<file path="config.mk">
export PLATFORM = sky130hd
export DESIGN_NAME = modbus_rtu_frame_receiver
export DESIGN_NICKNAME = d
export VERILOG_FILES = /design/src/hdl/mrfr_pkg.sv /design/src/hdl/modbus_rtu_frame_receiver.sv /design/src/hdl/mrfr_front.sv /design/src/hdl/mrfr_queue.sv /design/src/hdl/mrfr_back.sv
export SDC_FILE = /design/constraint.sdc
export NUM_CORES = 1
export LEC_CHECK = 0
export ABC_AREA = 1
export BUFFER_PORTS_ARGS = -buffer_cell sky130_fd_sc_hd__buf_4
export CORE_ASPECT_RATIO = 0.8
export CORE_MARGIN = 1
export CORE_UTILIZATION = 35
export CTS_CLUSTER_DIAMETER = 150
export DETAILED_ROUTE_END_ITERATION = 16
export PLACE_DENSITY = 0.5
export SLEW_MARGIN = 20
export SYNTH_ARGS = -nofsm -noshare
export SYNTH_HDL_FRONTEND = slang
export SYNTH_SLANG_ARGS = --single-unit
</file>
<file path="constraint.sdc">
create_clock -name clk -period 3 [get_ports clk]
set_clock_uncertainty 0.2 [all_clocks]
set_input_delay 0.3 -clock clk [delete_from_list [all_inputs] [get_ports clk]]
set_output_delay 0.3 -clock clk [all_outputs]
set_load 0.02 [all_outputs]
</file>
<file path="src/hdl/mrfr_pkg.sv">
// Types, codes and the CRC16 byte update shared by the frame receiver.
package mrfr_pkg;

	localparam logic [1:0] CMD_BYTE    = 2'd0;
	localparam logic [1:0] CMD_TICK    = 2'd1;
	localparam logic [1:0] CMD_RELEASE = 2'd2;
	localparam logic [1:0] CMD_UNUSED  = 2'd3;

	localparam logic [1:0] EV_NONE    = 2'd0;
	localparam logic [1:0] EV_BYTE    = 2'd1;
	localparam logic [1:0] EV_VERDICT = 2'd2;

	localparam logic [2:0] VERDICT_ACCEPTED  = 3'd0;
	localparam logic [2:0] VERDICT_BROADCAST = 3'd1;
	localparam logic [2:0] VERDICT_OVERRUN   = 3'd2;
	localparam logic [2:0] VERDICT_SHORT     = 3'd3;
	localparam logic [2:0] VERDICT_FOREIGN   = 3'd4;
	localparam logic [2:0] VERDICT_CRC_BAD   = 3'd5;

	localparam logic [1:0] CFG_OWN_ADDRESS    = 2'd0;
	localparam logic [1:0] CFG_SILENCE_TICKS  = 2'd1;
	localparam logic [1:0] CFG_RTS_HIGH_LIMIT = 2'd2;

	localparam logic [7:0]  OWN_ADDRESS_RESET    = 8'd1;
	localparam logic [15:0] SILENCE_TICKS_RESET  = 16'd4;
	localparam logic [15:0] RTS_HIGH_LIMIT_RESET = 16'd500;

	localparam logic [7:0]  BROADCAST_ADDRESS = 8'h00;
	localparam logic [15:0] CRC_INIT = 16'hFFFF;
	localparam logic [15:0] CRC_POLY = 16'hA001;
	localparam logic [15:0] COUNT_MAX = 16'hFFFF;
	localparam int unsigned MIN_FRAME_BYTES = 4;

	localparam int unsigned QUEUE_DEPTH = 2;

	typedef enum logic [1:0] {
		KIND_NONE,
		KIND_BYTE,
		KIND_TICK,
		KIND_RELEASE
	} kind_t;

	typedef struct packed {
		logic [1:0] cmd;
		logic [7:0] rx_byte;
		logic       rts_is_high;
	} in_t;

	typedef struct packed {
		logic [1:0] event_res;
		logic [7:0] byte_index;
		logic [7:0] byte_value;
		logic [2:0] verdict;
		logic [8:0] frame_length;
		logic [7:0] function_code;
		logic       force_rts_low;
	} out_t;

	typedef struct packed {
		kind_t      kind;
		logic [7:0] rx_byte;
		logic       rts_is_high;
	} item_t;

	typedef struct packed {
		logic       valid;
		logic [1:0] index;
		logic [15:0] data;
	} cfg_wr_t;

	// Reflected CRC16 update over one byte, least significant bit first.
	function automatic logic [15:0] crc16_byte(input logic [15:0] crc, input logic [7:0] b);
		logic [15:0] c;
		c = crc ^ {8'h00, b};
		for (int k = 0; k < 8; k++) begin
			c = c[0] ? ((c >> 1) ^ CRC_POLY) : (c >> 1);
		end
		return c;
	endfunction

endpackage

</file>
<file path="src/hdl/modbus_rtu_frame_receiver.sv">
// With no backlog, an accepted input is registered in the queue, then its result in the output register.
// Throughput: one input transaction per cycle unless in_stall; every input yields exactly one result.
// The front end feeds a two-entry queue; the frame engine drains one entry per cycle into an output
// register unless out_stall holds it, so input stalls only when the queue fills under output stall.
// Reset (arst_n low, asynchronous) empties the queue and the output register and loads
// the frame state and the register defaults: address 1, silence 4 ticks, RTS limit 500.
module modbus_rtu_frame_receiver #(
	parameter int unsigned BUFFER_BYTES = 256
) (
	input  logic           clk,
	input  logic           arst_n,
	input  logic           in_valid,
	output logic           in_stall,
	input  mrfr_pkg::in_t  in_data,
	output logic           out_valid,
	input  logic           out_stall,
	output mrfr_pkg::out_t out_data,
	input  logic           cfg_valid,
	output logic           cfg_ready,
	input  logic [1:0]     cfg_index,
	input  logic [15:0]    cfg_data
);
	import mrfr_pkg::*;

	logic    q_full;
	logic    q_push;
	logic    q_pop;
	logic    q_not_empty;
	item_t   q_item;
	item_t   q_head;
	cfg_wr_t cfg_wr;

	// Registers are plain flops, so a write is always taken.
	assign cfg_ready    = 1'b1;
	assign cfg_wr.valid = cfg_valid;
	assign cfg_wr.index = cfg_index;
	assign cfg_wr.data  = cfg_data;

	mrfr_front u_front (
		.in_valid (in_valid),
		.in_stall (in_stall),
		.in_data  (in_data),
		.q_full   (q_full),
		.q_push   (q_push),
		.q_item   (q_item)
	);

	mrfr_queue u_queue (
		.clk       (clk),
		.arst_n    (arst_n),
		.push      (q_push),
		.push_item (q_item),
		.full      (q_full),
		.pop       (q_pop),
		.not_empty (q_not_empty),
		.head      (q_head)
	);

	mrfr_back #(
		.BUFFER_BYTES (BUFFER_BYTES)
	) u_back (
		.clk         (clk),
		.arst_n      (arst_n),
		.q_not_empty (q_not_empty),
		.q_head      (q_head),
		.q_pop       (q_pop),
		.cfg_wr      (cfg_wr),
		.out_valid   (out_valid),
		.out_stall   (out_stall),
		.out_data    (out_data)
	);

endmodule

</file>
<file path="src/hdl/mrfr_front.sv">
// Front end: accepts input transactions and classifies the command.
module mrfr_front (
	input  logic          in_valid,
	output logic          in_stall,
	input  mrfr_pkg::in_t in_data,
	input  logic          q_full,
	output logic          q_push,
	output mrfr_pkg::item_t q_item
);
	import mrfr_pkg::*;

	assign in_stall = q_full;
	assign q_push   = in_valid && !q_full;

	always_comb begin
		q_item.rx_byte     = in_data.rx_byte;
		q_item.rts_is_high = in_data.rts_is_high;
		unique case (in_data.cmd)
			CMD_BYTE:    q_item.kind = KIND_BYTE;
			CMD_TICK:    q_item.kind = KIND_TICK;
			CMD_RELEASE: q_item.kind = KIND_RELEASE;
			default:     q_item.kind = KIND_NONE;
		endcase
	end

endmodule

</file>
<file path="src/hdl/mrfr_queue.sv">
// Short FIFO between the front end and the frame engine.
module mrfr_queue (
	input  logic            clk,
	input  logic            arst_n,
	input  logic            push,
	input  mrfr_pkg::item_t push_item,
	output logic            full,
	input  logic            pop,
	output logic            not_empty,
	output mrfr_pkg::item_t head
);
	import mrfr_pkg::*;

	localparam int unsigned PW = (QUEUE_DEPTH > 1) ? $clog2(QUEUE_DEPTH) : 1;
	localparam int unsigned CW = $clog2(QUEUE_DEPTH + 1);

	item_t          slots_q [QUEUE_DEPTH];
	logic [PW-1:0]  wr_ptr_q;
	logic [PW-1:0]  rd_ptr_q;
	logic [CW-1:0]  count_q;

	assign full      = (count_q == CW'(QUEUE_DEPTH));
	assign not_empty = (count_q != '0);
	assign head      = slots_q[rd_ptr_q];

	function automatic logic [PW-1:0] next_ptr(input logic [PW-1:0] p);
		return (p == PW'(QUEUE_DEPTH - 1)) ? '0 : p + PW'(1);
	endfunction

	always_ff @(posedge clk) begin
		if (push) begin
			slots_q[wr_ptr_q] <= push_item;
		end
	end

	always_ff @(posedge clk or negedge arst_n) begin
		if (!arst_n) begin
			wr_ptr_q <= '0;
			rd_ptr_q <= '0;
			count_q  <= '0;
		end else begin
			if (push) begin
				wr_ptr_q <= next_ptr(wr_ptr_q);
			end
			if (pop) begin
				rd_ptr_q <= next_ptr(rd_ptr_q);
			end
			if (push && !pop) begin
				count_q <= count_q + CW'(1);
			end else if (pop && !push) begin
				count_q <= count_q - CW'(1);
			end
		end
	end

endmodule

</file>
<file path="src/hdl/mrfr_back.sv">
// Frame engine: byte buffer count, CRC, silence timer, verdict and RTS watchdog.
module mrfr_back #(
	parameter int unsigned BUFFER_BYTES = 256
) (
	input  logic              clk,
	input  logic              arst_n,
	input  logic              q_not_empty,
	input  mrfr_pkg::item_t   q_head,
	output logic              q_pop,
	input  mrfr_pkg::cfg_wr_t cfg_wr,
	output logic              out_valid,
	input  logic              out_stall,
	output mrfr_pkg::out_t    out_data
);
	import mrfr_pkg::*;

	localparam int unsigned CW = $clog2(BUFFER_BYTES + 1);

	logic [CW-1:0] cnt_q, cnt_d;
	logic [15:0]   quiet_q, quiet_d;
	logic          held_q, held_d;
	logic          ovr_q, ovr_d;
	logic [15:0]   crc_q, crc_d;
	logic [7:0]    tail0_q, tail0_d;
	logic [7:0]    tail1_q, tail1_d;
	logic [7:0]    first_q, first_d;
	logic [7:0]    second_q, second_d;
	logic [15:0]   rtsc_q, rtsc_d;

	logic [7:0]    own_addr_q;
	logic [15:0]   silence_q;
	logic [15:0]   rts_limit_q;

	logic          out_valid_q;
	out_t          out_q;
	out_t          res;

	logic [CW+7:0] idx_ext;
	logic [CW+8:0] len_ext;
	logic [15:0]   quiet_inc;
	logic [15:0]   rtsc_inc;
	logic [2:0]    judged;

	assign q_pop     = q_not_empty && (!out_valid_q || !out_stall);
	assign out_valid = out_valid_q;
	assign out_data  = out_q;

	assign idx_ext   = {8'h00, cnt_q};
	assign len_ext   = {9'h000, cnt_q};
	assign quiet_inc = (quiet_q == COUNT_MAX) ? quiet_q : quiet_q + 16'd1;
	assign rtsc_inc  = (rtsc_q == COUNT_MAX) ? rtsc_q : rtsc_q + 16'd1;

	// Checks are ordered: overrun, short, foreign address, CRC, broadcast.
	always_comb begin
		if (ovr_q) begin
			judged = VERDICT_OVERRUN;
		end else if (cnt_q < CW'(MIN_FRAME_BYTES)) begin
			judged = VERDICT_SHORT;
		end else if (first_q != own_addr_q && first_q != BROADCAST_ADDRESS) begin
			judged = VERDICT_FOREIGN;
		end else if ({tail1_q, tail0_q} != crc_q) begin
			judged = VERDICT_CRC_BAD;
		end else if (first_q == BROADCAST_ADDRESS) begin
			judged = VERDICT_BROADCAST;
		end else begin
			judged = VERDICT_ACCEPTED;
		end
	end

	always_comb begin
		cnt_d    = cnt_q;
		quiet_d  = quiet_q;
		held_d   = held_q;
		ovr_d    = ovr_q;
		crc_d    = crc_q;
		tail0_d  = tail0_q;
		tail1_d  = tail1_q;
		first_d  = first_q;
		second_d = second_q;
		rtsc_d   = rtsc_q;
		res      = '0;
		unique case (q_head.kind)
			KIND_BYTE: begin
				if (!held_q) begin
					if (cnt_q < CW'(BUFFER_BYTES)) begin
						// The two newest bytes are the received CRC and stay out of the sum.
						if (cnt_q >= CW'(2)) begin
							crc_d = crc16_byte(crc_q, tail0_q);
						end
						tail0_d = tail1_q;
						tail1_d = q_head.rx_byte;
						if (cnt_q == '0) begin
							first_d = q_head.rx_byte;
						end else if (cnt_q == CW'(1)) begin
							second_d = q_head.rx_byte;
						end
						res.event_res  = EV_BYTE;
						res.byte_index = idx_ext[7:0];
						res.byte_value = q_head.rx_byte;
						cnt_d = cnt_q + CW'(1);
					end else begin
						ovr_d = 1'b1;
					end
					quiet_d = '0;
				end
			end
			KIND_TICK: begin
				if (cnt_q != '0 && !held_q) begin
					quiet_d = quiet_inc;
					if (quiet_inc >= silence_q) begin
						held_d             = 1'b1;
						res.event_res      = EV_VERDICT;
						res.verdict        = judged;
						res.frame_length   = len_ext[8:0];
						res.function_code  = second_q;
					end
				end
				if (q_head.rts_is_high) begin
					if (rtsc_inc > rts_limit_q) begin
						res.force_rts_low = 1'b1;
						rtsc_d = '0;
					end else begin
						rtsc_d = rtsc_inc;
					end
				end else begin
					rtsc_d = '0;
				end
			end
			KIND_RELEASE: begin
				cnt_d    = '0;
				quiet_d  = '0;
				held_d   = 1'b0;
				ovr_d    = 1'b0;
				crc_d    = CRC_INIT;
				tail0_d  = '0;
				tail1_d  = '0;
				first_d  = '0;
				second_d = '0;
			end
			default: begin
				res = '0;
			end
		endcase
	end

	always_ff @(posedge clk or negedge arst_n) begin
		if (!arst_n) begin
			cnt_q    <= '0;
			quiet_q  <= '0;
			held_q   <= 1'b0;
			ovr_q    <= 1'b0;
			crc_q    <= CRC_INIT;
			tail0_q  <= '0;
			tail1_q  <= '0;
			first_q  <= '0;
			second_q <= '0;
			rtsc_q   <= '0;
		end else if (q_pop) begin
			cnt_q    <= cnt_d;
			quiet_q  <= quiet_d;
			held_q   <= held_d;
			ovr_q    <= ovr_d;
			crc_q    <= crc_d;
			tail0_q  <= tail0_d;
			tail1_q  <= tail1_d;
			first_q  <= first_d;
			second_q <= second_d;
			rtsc_q   <= rtsc_d;
		end
	end

	always_ff @(posedge clk or negedge arst_n) begin
		if (!arst_n) begin
			own_addr_q  <= OWN_ADDRESS_RESET;
			silence_q   <= SILENCE_TICKS_RESET;
			rts_limit_q <= RTS_HIGH_LIMIT_RESET;
		end else if (cfg_wr.valid) begin
			unique case (cfg_wr.index)
				CFG_OWN_ADDRESS:    own_addr_q  <= cfg_wr.data[7:0];
				CFG_SILENCE_TICKS:  silence_q   <= cfg_wr.data;
				CFG_RTS_HIGH_LIMIT: rts_limit_q <= cfg_wr.data;
				default: ;
			endcase
		end
	end

	always_ff @(posedge clk or negedge arst_n) begin
		if (!arst_n) begin
			out_valid_q <= 1'b0;
		end else if (q_pop) begin
			out_valid_q <= 1'b1;
		end else if (!out_stall) begin
			out_valid_q <= 1'b0;
		end
	end

	always_ff @(posedge clk) begin
		if (q_pop) begin
			out_q <= res;
		end
	end

endmodule

</file>
# After elaboration in Yosys (flattened, before gate mapping)
# Memories as Yosys holds them, arrays and structs flattened.
# Index checks and enable logic that the tools add are counted.
dict set report op_classes {
  mux 63
  order_cmp 5
  n_bitwise 14
  addsub 7
  n_reduce_logical 40
  n_eq_ne 23
}
# op n
set ops {}
lappend ops {{$mux 16} 17}
lappend ops {{$mux 8} 11}
lappend ops {{$pmux 8 s2} 4}
lappend ops {{$pmux 16 s3} 1}
lappend ops {{$add 16x1->16 const B} 2}
lappend ops {{$eq 16x16->1 const B} 2}
lappend ops {{$pmux 16 s2} 1}
lappend ops {{$not 2->3} 8}
lappend ops {{$mux 18} 1}
lappend ops {{$mux 9} 2}
lappend ops {{$pmux 9 s2} 1}
lappend ops {{$mux 17} 1}
lappend ops {{$ge 16x16->1} 1}
lappend ops {{$gt 16x16->1} 1}
lappend ops {{$ne 16x16->1} 1}
lappend ops {{$reduce_and 4->1} 4}
lappend ops {{$xor 16x8->16} 1}
lappend ops {{$ne 2x1->1 const B} 7}
lappend ops {{$mux 1} 12}
lappend ops {{$mux 2} 6}
lappend ops {{$eq 2x2->1 const B} 5}
lappend ops {{$reduce_and 2->1} 5}
lappend ops {{$reduce_and 5->1} 2}
lappend ops {{$add 9x1->9 const B} 1}
lappend ops {{other kinds (30)} 55}
dict set report totals {
  output_inout_bits 42
  inputBits 34
  ram_bits 22
  n_memories 1
  ff_bits 175
}
# name depth word_bits rd rd_ports_with_merged_regs wr line
set memory_table {}
lappend memory_table {u_queue.slots_q 2 11 1 0 1 mrfr_queue.sv:17} ;# item_t slots_q [QUEUE_DEPTH];

# Longest topological paths before layout
dict set report logic_depth {
  depth_word 21
  ltp_mapped 20
  depth_no_buf 20
}

# Cells and area by module
# Synthesis repeated with hierarchy kept, for this count alone.
dict set report unflattened {
  cells_unflattened 1155
  area_unflattened_um2 10324.9
}
# mod seq_area_each_um2 n_inst area_per_inst_um2 cells_each
set modules_own_cells {}
lappend modules_own_cells {mrfr_back 4504.3 1 9142.5 1075}
lappend modules_own_cells {mrfr_queue 760.7 1 1036.0 59}
lappend modules_own_cells {mrfr_front 0.0 1 135.1 19}
lappend modules_own_cells {modbus_rtu_frame_receiver 0.0 1 11.3 2}

# Worst setup path after synthesis
# OpenSTA, ideal clock, no wires.
dict set report synth_path {
  path_kind {flip-flop to flip-flop}
  start {register u_back.quiet_q[0]}
  end {register u_back.out_q, in the netlist u_back.out_data[20] (data pin)}
  synth_period_minus_slack_ps 3021
  setup_ps 266
  t_arrival_ps 2555
  path_buffers 1
  slack_ps -21
  stages_incl_launch_ff 21
  t_required_ps 2534
  path_cell_list {dfrtp_1 > ha_1 > nand2_1 > inv_1 > nand3_2 > nor2_4 > nand4_4 > inv_2 > or2_2 > o21ai_0 > inv_1 > ha_1 > a21oi_1 > o21ai_0 > nand2_1 > nand2_1 > nand2_1 > nand3_1 > nand3_1 > clkbuf_1 > nor2_1}
}
dict set report synth_via {
  elab_chain_cells 5
}
# item line
set synth_rtl {}
lappend synth_rtl {{start, declared} mrfr_back.sv:20} ;# logic [15:0] quiet_q, quiet_d;
lappend synth_rtl {{start signal, assigned} mrfr_back.sv:160} ;# quiet_q <= quiet_d;
lappend synth_rtl {{$add 16x1->16 / $eq 16x16->1 (equally long branches)} mrfr_back.sv:50} ;# assign quiet_inc = (quiet_q == COUNT_MAX) ? quiet_q : quiet_q + 16'd1;
lappend synth_rtl {{$mux 16 (*)} mrfr_back.sv:50}
lappend synth_rtl {{$ge 16x16->1 (*)} mrfr_back.sv:110} ;# if (quiet_inc >= silence_q) begin
lappend synth_rtl {{$not 1->1 (no source line) (*)} --}
lappend synth_rtl {{$reduce_or 5->1 (no source line) (*)} --}
lappend synth_rtl {{end signal, assigned} mrfr_back.sv:199} ;# out_q <= res;
lappend synth_rtl {{end, declared} mrfr_back.sv:35} ;# out_t out_q;
# Mark *: on every way between the ends. The rest lies on a longest branch, timed or not.
# A chain may end at the register's enable or synchronous reset.

# Worst setup path after layout
dict set report layout_path {
  start {register u_back.quiet_q[1]}
  end {register u_back.out_q, in the netlist u_back.out_data[3] (data pin)}
}
dict set report layout_via {
  elab_chain_cells 4
}
# item line
set layout_rtl {}
lappend layout_rtl {{$add 16x1->16 / $eq 16x16->1 (equally long branches)} mrfr_back.sv:50}
lappend layout_rtl {{$mux 16 (*)} mrfr_back.sv:50}
lappend layout_rtl {{$ge 16x16->1 (*)} mrfr_back.sv:110}
lappend layout_rtl {{$reduce_and 3->1 (no source line) (*)} --}
# Marked as above.

==> reports/results.ini <==
[outcome]
status=finished, violations left
violations=negative setup slack

[logic_synthesis]
synth_top_area_share_pct=27.9
syn-num-nets=1188
synth-seq-cells=197
synth_area_leaders=dfrtp_1, edfxtp_1, nand2_1, dfstp_2, ha_1
synth_cells=1105
yosysWarnings=0
syn_area_mm2=0.0101
synth_edf_count=61
synth_area_leader_cell=dfrtp_1
yosys-top-cells-count=nand2_1, inv_1, dfrtp_1, nor2_1, o21ai_0
ys_seq_area_share_pct=52.4
synth_ff_type=dfrtp_1
synth-async-reset-ratio_pct=69.0
synth.distinct_cells=50
yosysMostFrequentCell=nand2_1
syn_avg_cell_area_um2=9.10

[route]
drt-pass1-iter-count=5
vias_per_cell=4.70
first_iter_violations=523
finalWirelength_um=25500
num_vias=7921
ant_nets=0
drc=0
wl_per_cell_um=15.1

[timing]
rsz0062_at_grt=true
fin_crit_sh_pct=105
period_minus_slack_ns=3.16
final_max_slew_viol_count=0
max_freq_ghz=0.316
setup_viol=22
max_slew_margin_pct=33.5
setup_slack_ns=-0.164
hold_violations=0
worst_pin_slew_ns=0.994

[die]
initial_core_util_pct=35.5
die_area_mm2=0.0294
core_mm2=0.0283
die_w_um=191
num_io_pins=76
die_y_um=154
fp-row-count=55

[placement]
io_buffer_count=74
dpl_cell_area_mm2=0.0116
place_congestion=0.862
dp_hpwl_um=18000

[worst_setup_path]
r2r_end=u_back.out_data[3]$_SDFFCE_PN0P_
path_delay_family=simple AND/OR/NAND/NOR gates
critical_path_peak_fanout=8
crit_type=reg2reg
cp.buffers_inverters=3
cp_slowest_cell=dfrtp_1
cp.required_ns=3.00
start_kind=flip-flop
crit_path_end_kind=flip-flop
rr_worst_depth=19
max_stage_delay_ns=0.38
rr_startpoint=u_back.quiet_q[1]$_DFFE_PN0P_
ff2ff_setup_slack_ns=-0.16
critPathArrivalTime_ns=3.17
path_cells=ha_2 > nand2_2 > inv_2 > nand3_4 > nor2_4 > nand4_4 > inv_2 > nor3_2 > a21oi_2 > ha_1 > a21oi_1 > nor2_1 > nor3_1 > nand2_1 > nand2_1 > nand3_2 > nand3_4 > clkbuf_16 > nor2_4

[final_layout]
design_area_mm2=0.0132
nNetsFinal=1387
final_util_pct=46.5
num_antenna_cells=0
drive_gt1_share_pct=27.3
area_growth_pct=30.9
n_fill_cell=2707

[power_and_ir_drop]
power.leakage_uw=0.00624
p_comb_share_pct=42.8
power.share.switching_pct=40.4
vdd_ir_drop_max_uv=540
p_int_uw=6820
p_sw_uw=4620
power_frac_seq_pct=36.5
p_per_area_mw_per_mm2=869
clkPwrFrac_pct=20.7

[clock_tree]
clock_latency_ns=0.45
cts_made_buffers=17
path_clk_slew_ns=0.08
clock-sinks=197
ctsHtreeMaxLevel=4
cts_buffer_depth=2
cts_tree=yes
cts-root-buf=clkbuf_16

[global_routing]
grt_pass1_wl_um=39500
antenna_found_initial=0
grt_pass1_vias=7271
track_usage_pct=17.4
grt_max_degree=55
overflow=0

[hold_path]
hp-start=cfg_data[3]
hold_path_depth=3
min_path_type=in2reg
hold_end=u_back.rts_limit_q[3]$_DFFE_PN0P_

[flow_run]
maxCapViolCount=0

## state kept, by name (all words and copies together) (netlist names), 9 cells and up
register / cells
u_back.out_data: 39
u_queue.slots_q: 22
u_back.crc_q: 16
u_back.quiet_q: 16
u_back.rts_limit_q: 16
u_back.rtsc_q: 16
u_back.silence_q: 16
u_back.cnt_q: 9
## routing by layer
| metal | vias up | part of all wire [%] | GRT usage (%) |
|---|---|---|---|
| met5 | - | 0 | 0 |
| met4 | 0 | 0.99 | 4.88 |
| met3 | 17 | 3.6 | 2.78 |
| met2 | 156 | 41 | 23.2 |
| met1 | 3760 | 54 | 28.2 |
| li1 | 3988 | - | - |
## how the worst max path moves through the flow
stage	start	end	slack [ns]	depth (start not counted)
2_1_floorplan	u_back.rtsc_q[0]$_DFFE_PN0P_	u_back.out_data[0]$_SDFFCE_PN0P_	0.02	18
3_3_place_gp	u_back.quiet_q[0]$_DFFE_PN0P_	u_back.out_data[18]$_SDFFCE_PP0P_	-0.15	20
3_5_place_dp	u_back.rtsc_q[0]$_DFFE_PN0P_	u_back.rtsc_q[11]$_DFFE_PN0P_	-0.19	19
4_1_cts	u_back.quiet_q[1]$_DFFE_PN0P_	u_back.out_data[3]$_SDFFCE_PN0P_	-0.11	20
5_1_grt	u_back.quiet_q[1]$_DFFE_PN0P_	u_back.out_data[3]$_SDFFCE_PN0P_	-0.33	19
6_report	u_back.quiet_q[1]$_DFFE_PN0P_	u_back.out_data[3]$_SDFFCE_PN0P_	-0.16	19
## layout make-up
type / instances / area (um2) / share of cell area [%]
Sequential cell: 197 / 5270 / 40.0
Multi-Input combinational cell: 722 / 4530 / 34.4
Timing Repair Buffer: 206 / 1710 / 13.0
Inverter: 160 / 601 / 4.56
Tap cell: 370 / 463 / 3.52
Clock buffer: 18 / 429 / 3.26
Clock inverter: 14 / 166 / 1.26
## per-stage QoR
stage | std cells | hold WS, ns | worst slack (ns) | TNS [ns] | power (uW)
6_report | 1687 | 0.0111 | -0.164 | -3.00 | 11400
5_1_grt | 1687 | 0.00664 | -0.332 | -9.38 | 12200
4_1_cts | 1670 | 0.00345 | -0.112 | -2.04 | 11300
3_5_place_dp | 1612 | 0.0709 | -0.191 | -5.55 | 8880
3_3_place_gp | 1612 | 0.0704 | -0.149 | -2.92 | 8860
2_1_floorplan | 1105 | -0.196 | 0.0153 | 0 | 7100
## placed cells by master (no fill, tap or decap), types with 14 or more instances in the layout
master / netlist / layout
nand2_1: 243 / 237
buf_4: 1 / 170
inv_1: 154 / 150
dfrtp_1: 112 / 111
o21ai_0: 92 / 84
nor2_1: 92 / 70
edfxtp_1: 61 / 61
ha_1: 49 / 44
a21oi_1: 36 / 30
nand3_1: 48 / 26
dlygate4sd3_1: 0 / 25
dfstp_2: 24 / 24
xor2_1: 24 / 22
nand3_2: 3 / 22
xnor2_1: 20 / 19
clkbuf_16: 0 / 19
nor2_2: 3 / 15
nor2_4: 4 / 14
## worst register-to-register path: cells and delay by family (launching register included)
family | cells | cell delay (ns)
DFF | 1 | 0.38
buffers and inverters | 3 | 0.41
AOI/OAI and AO/OA | 2 | 0.32
and+or+nand+nor | 12 | 1.13
adders and majority gates | 2 | 0.47
## what timing repair did
item | 4_1_cts | 5_1_grt
resized for setup | 12 | 106
cloned | 0 | 3
hold endpoints to repair | 96 | 0
pin swaps | 2 | 47
hold buffers | 25 | 0
buffers inserted | 1 | 14
setup endpoints to repair | 39 | 46
## power groups by stage
stage / combinational, uW / clock [uW] / sequential (uW)
finish: 4890 / 2370 / 4180
global route: 5440 / 2530 / 4270
CTS: 4750 / 2430 / 4160
detailed placement: 4670 / 0 / 4210
global placement: 4660 / 0 / 4210
floorplan: 2670 / 0 / 4420
## cells by family (layout without fill, tap and decap cells)
group	Yosys count	in the layout	synth area share, %
buffers and inverters	186	398	7.35
muxes	17	17	1.79
DFF	197	197	52.4
AOI/OAI and AO/OA	159	159	8.71
other	1	1	0.0373
xor gates and xnor gates	45	45	3.99
adders and majority gates	49	49	6.10
and+or+nand+nor	451	451	19.6
Power figures use the tool's default switching activity.
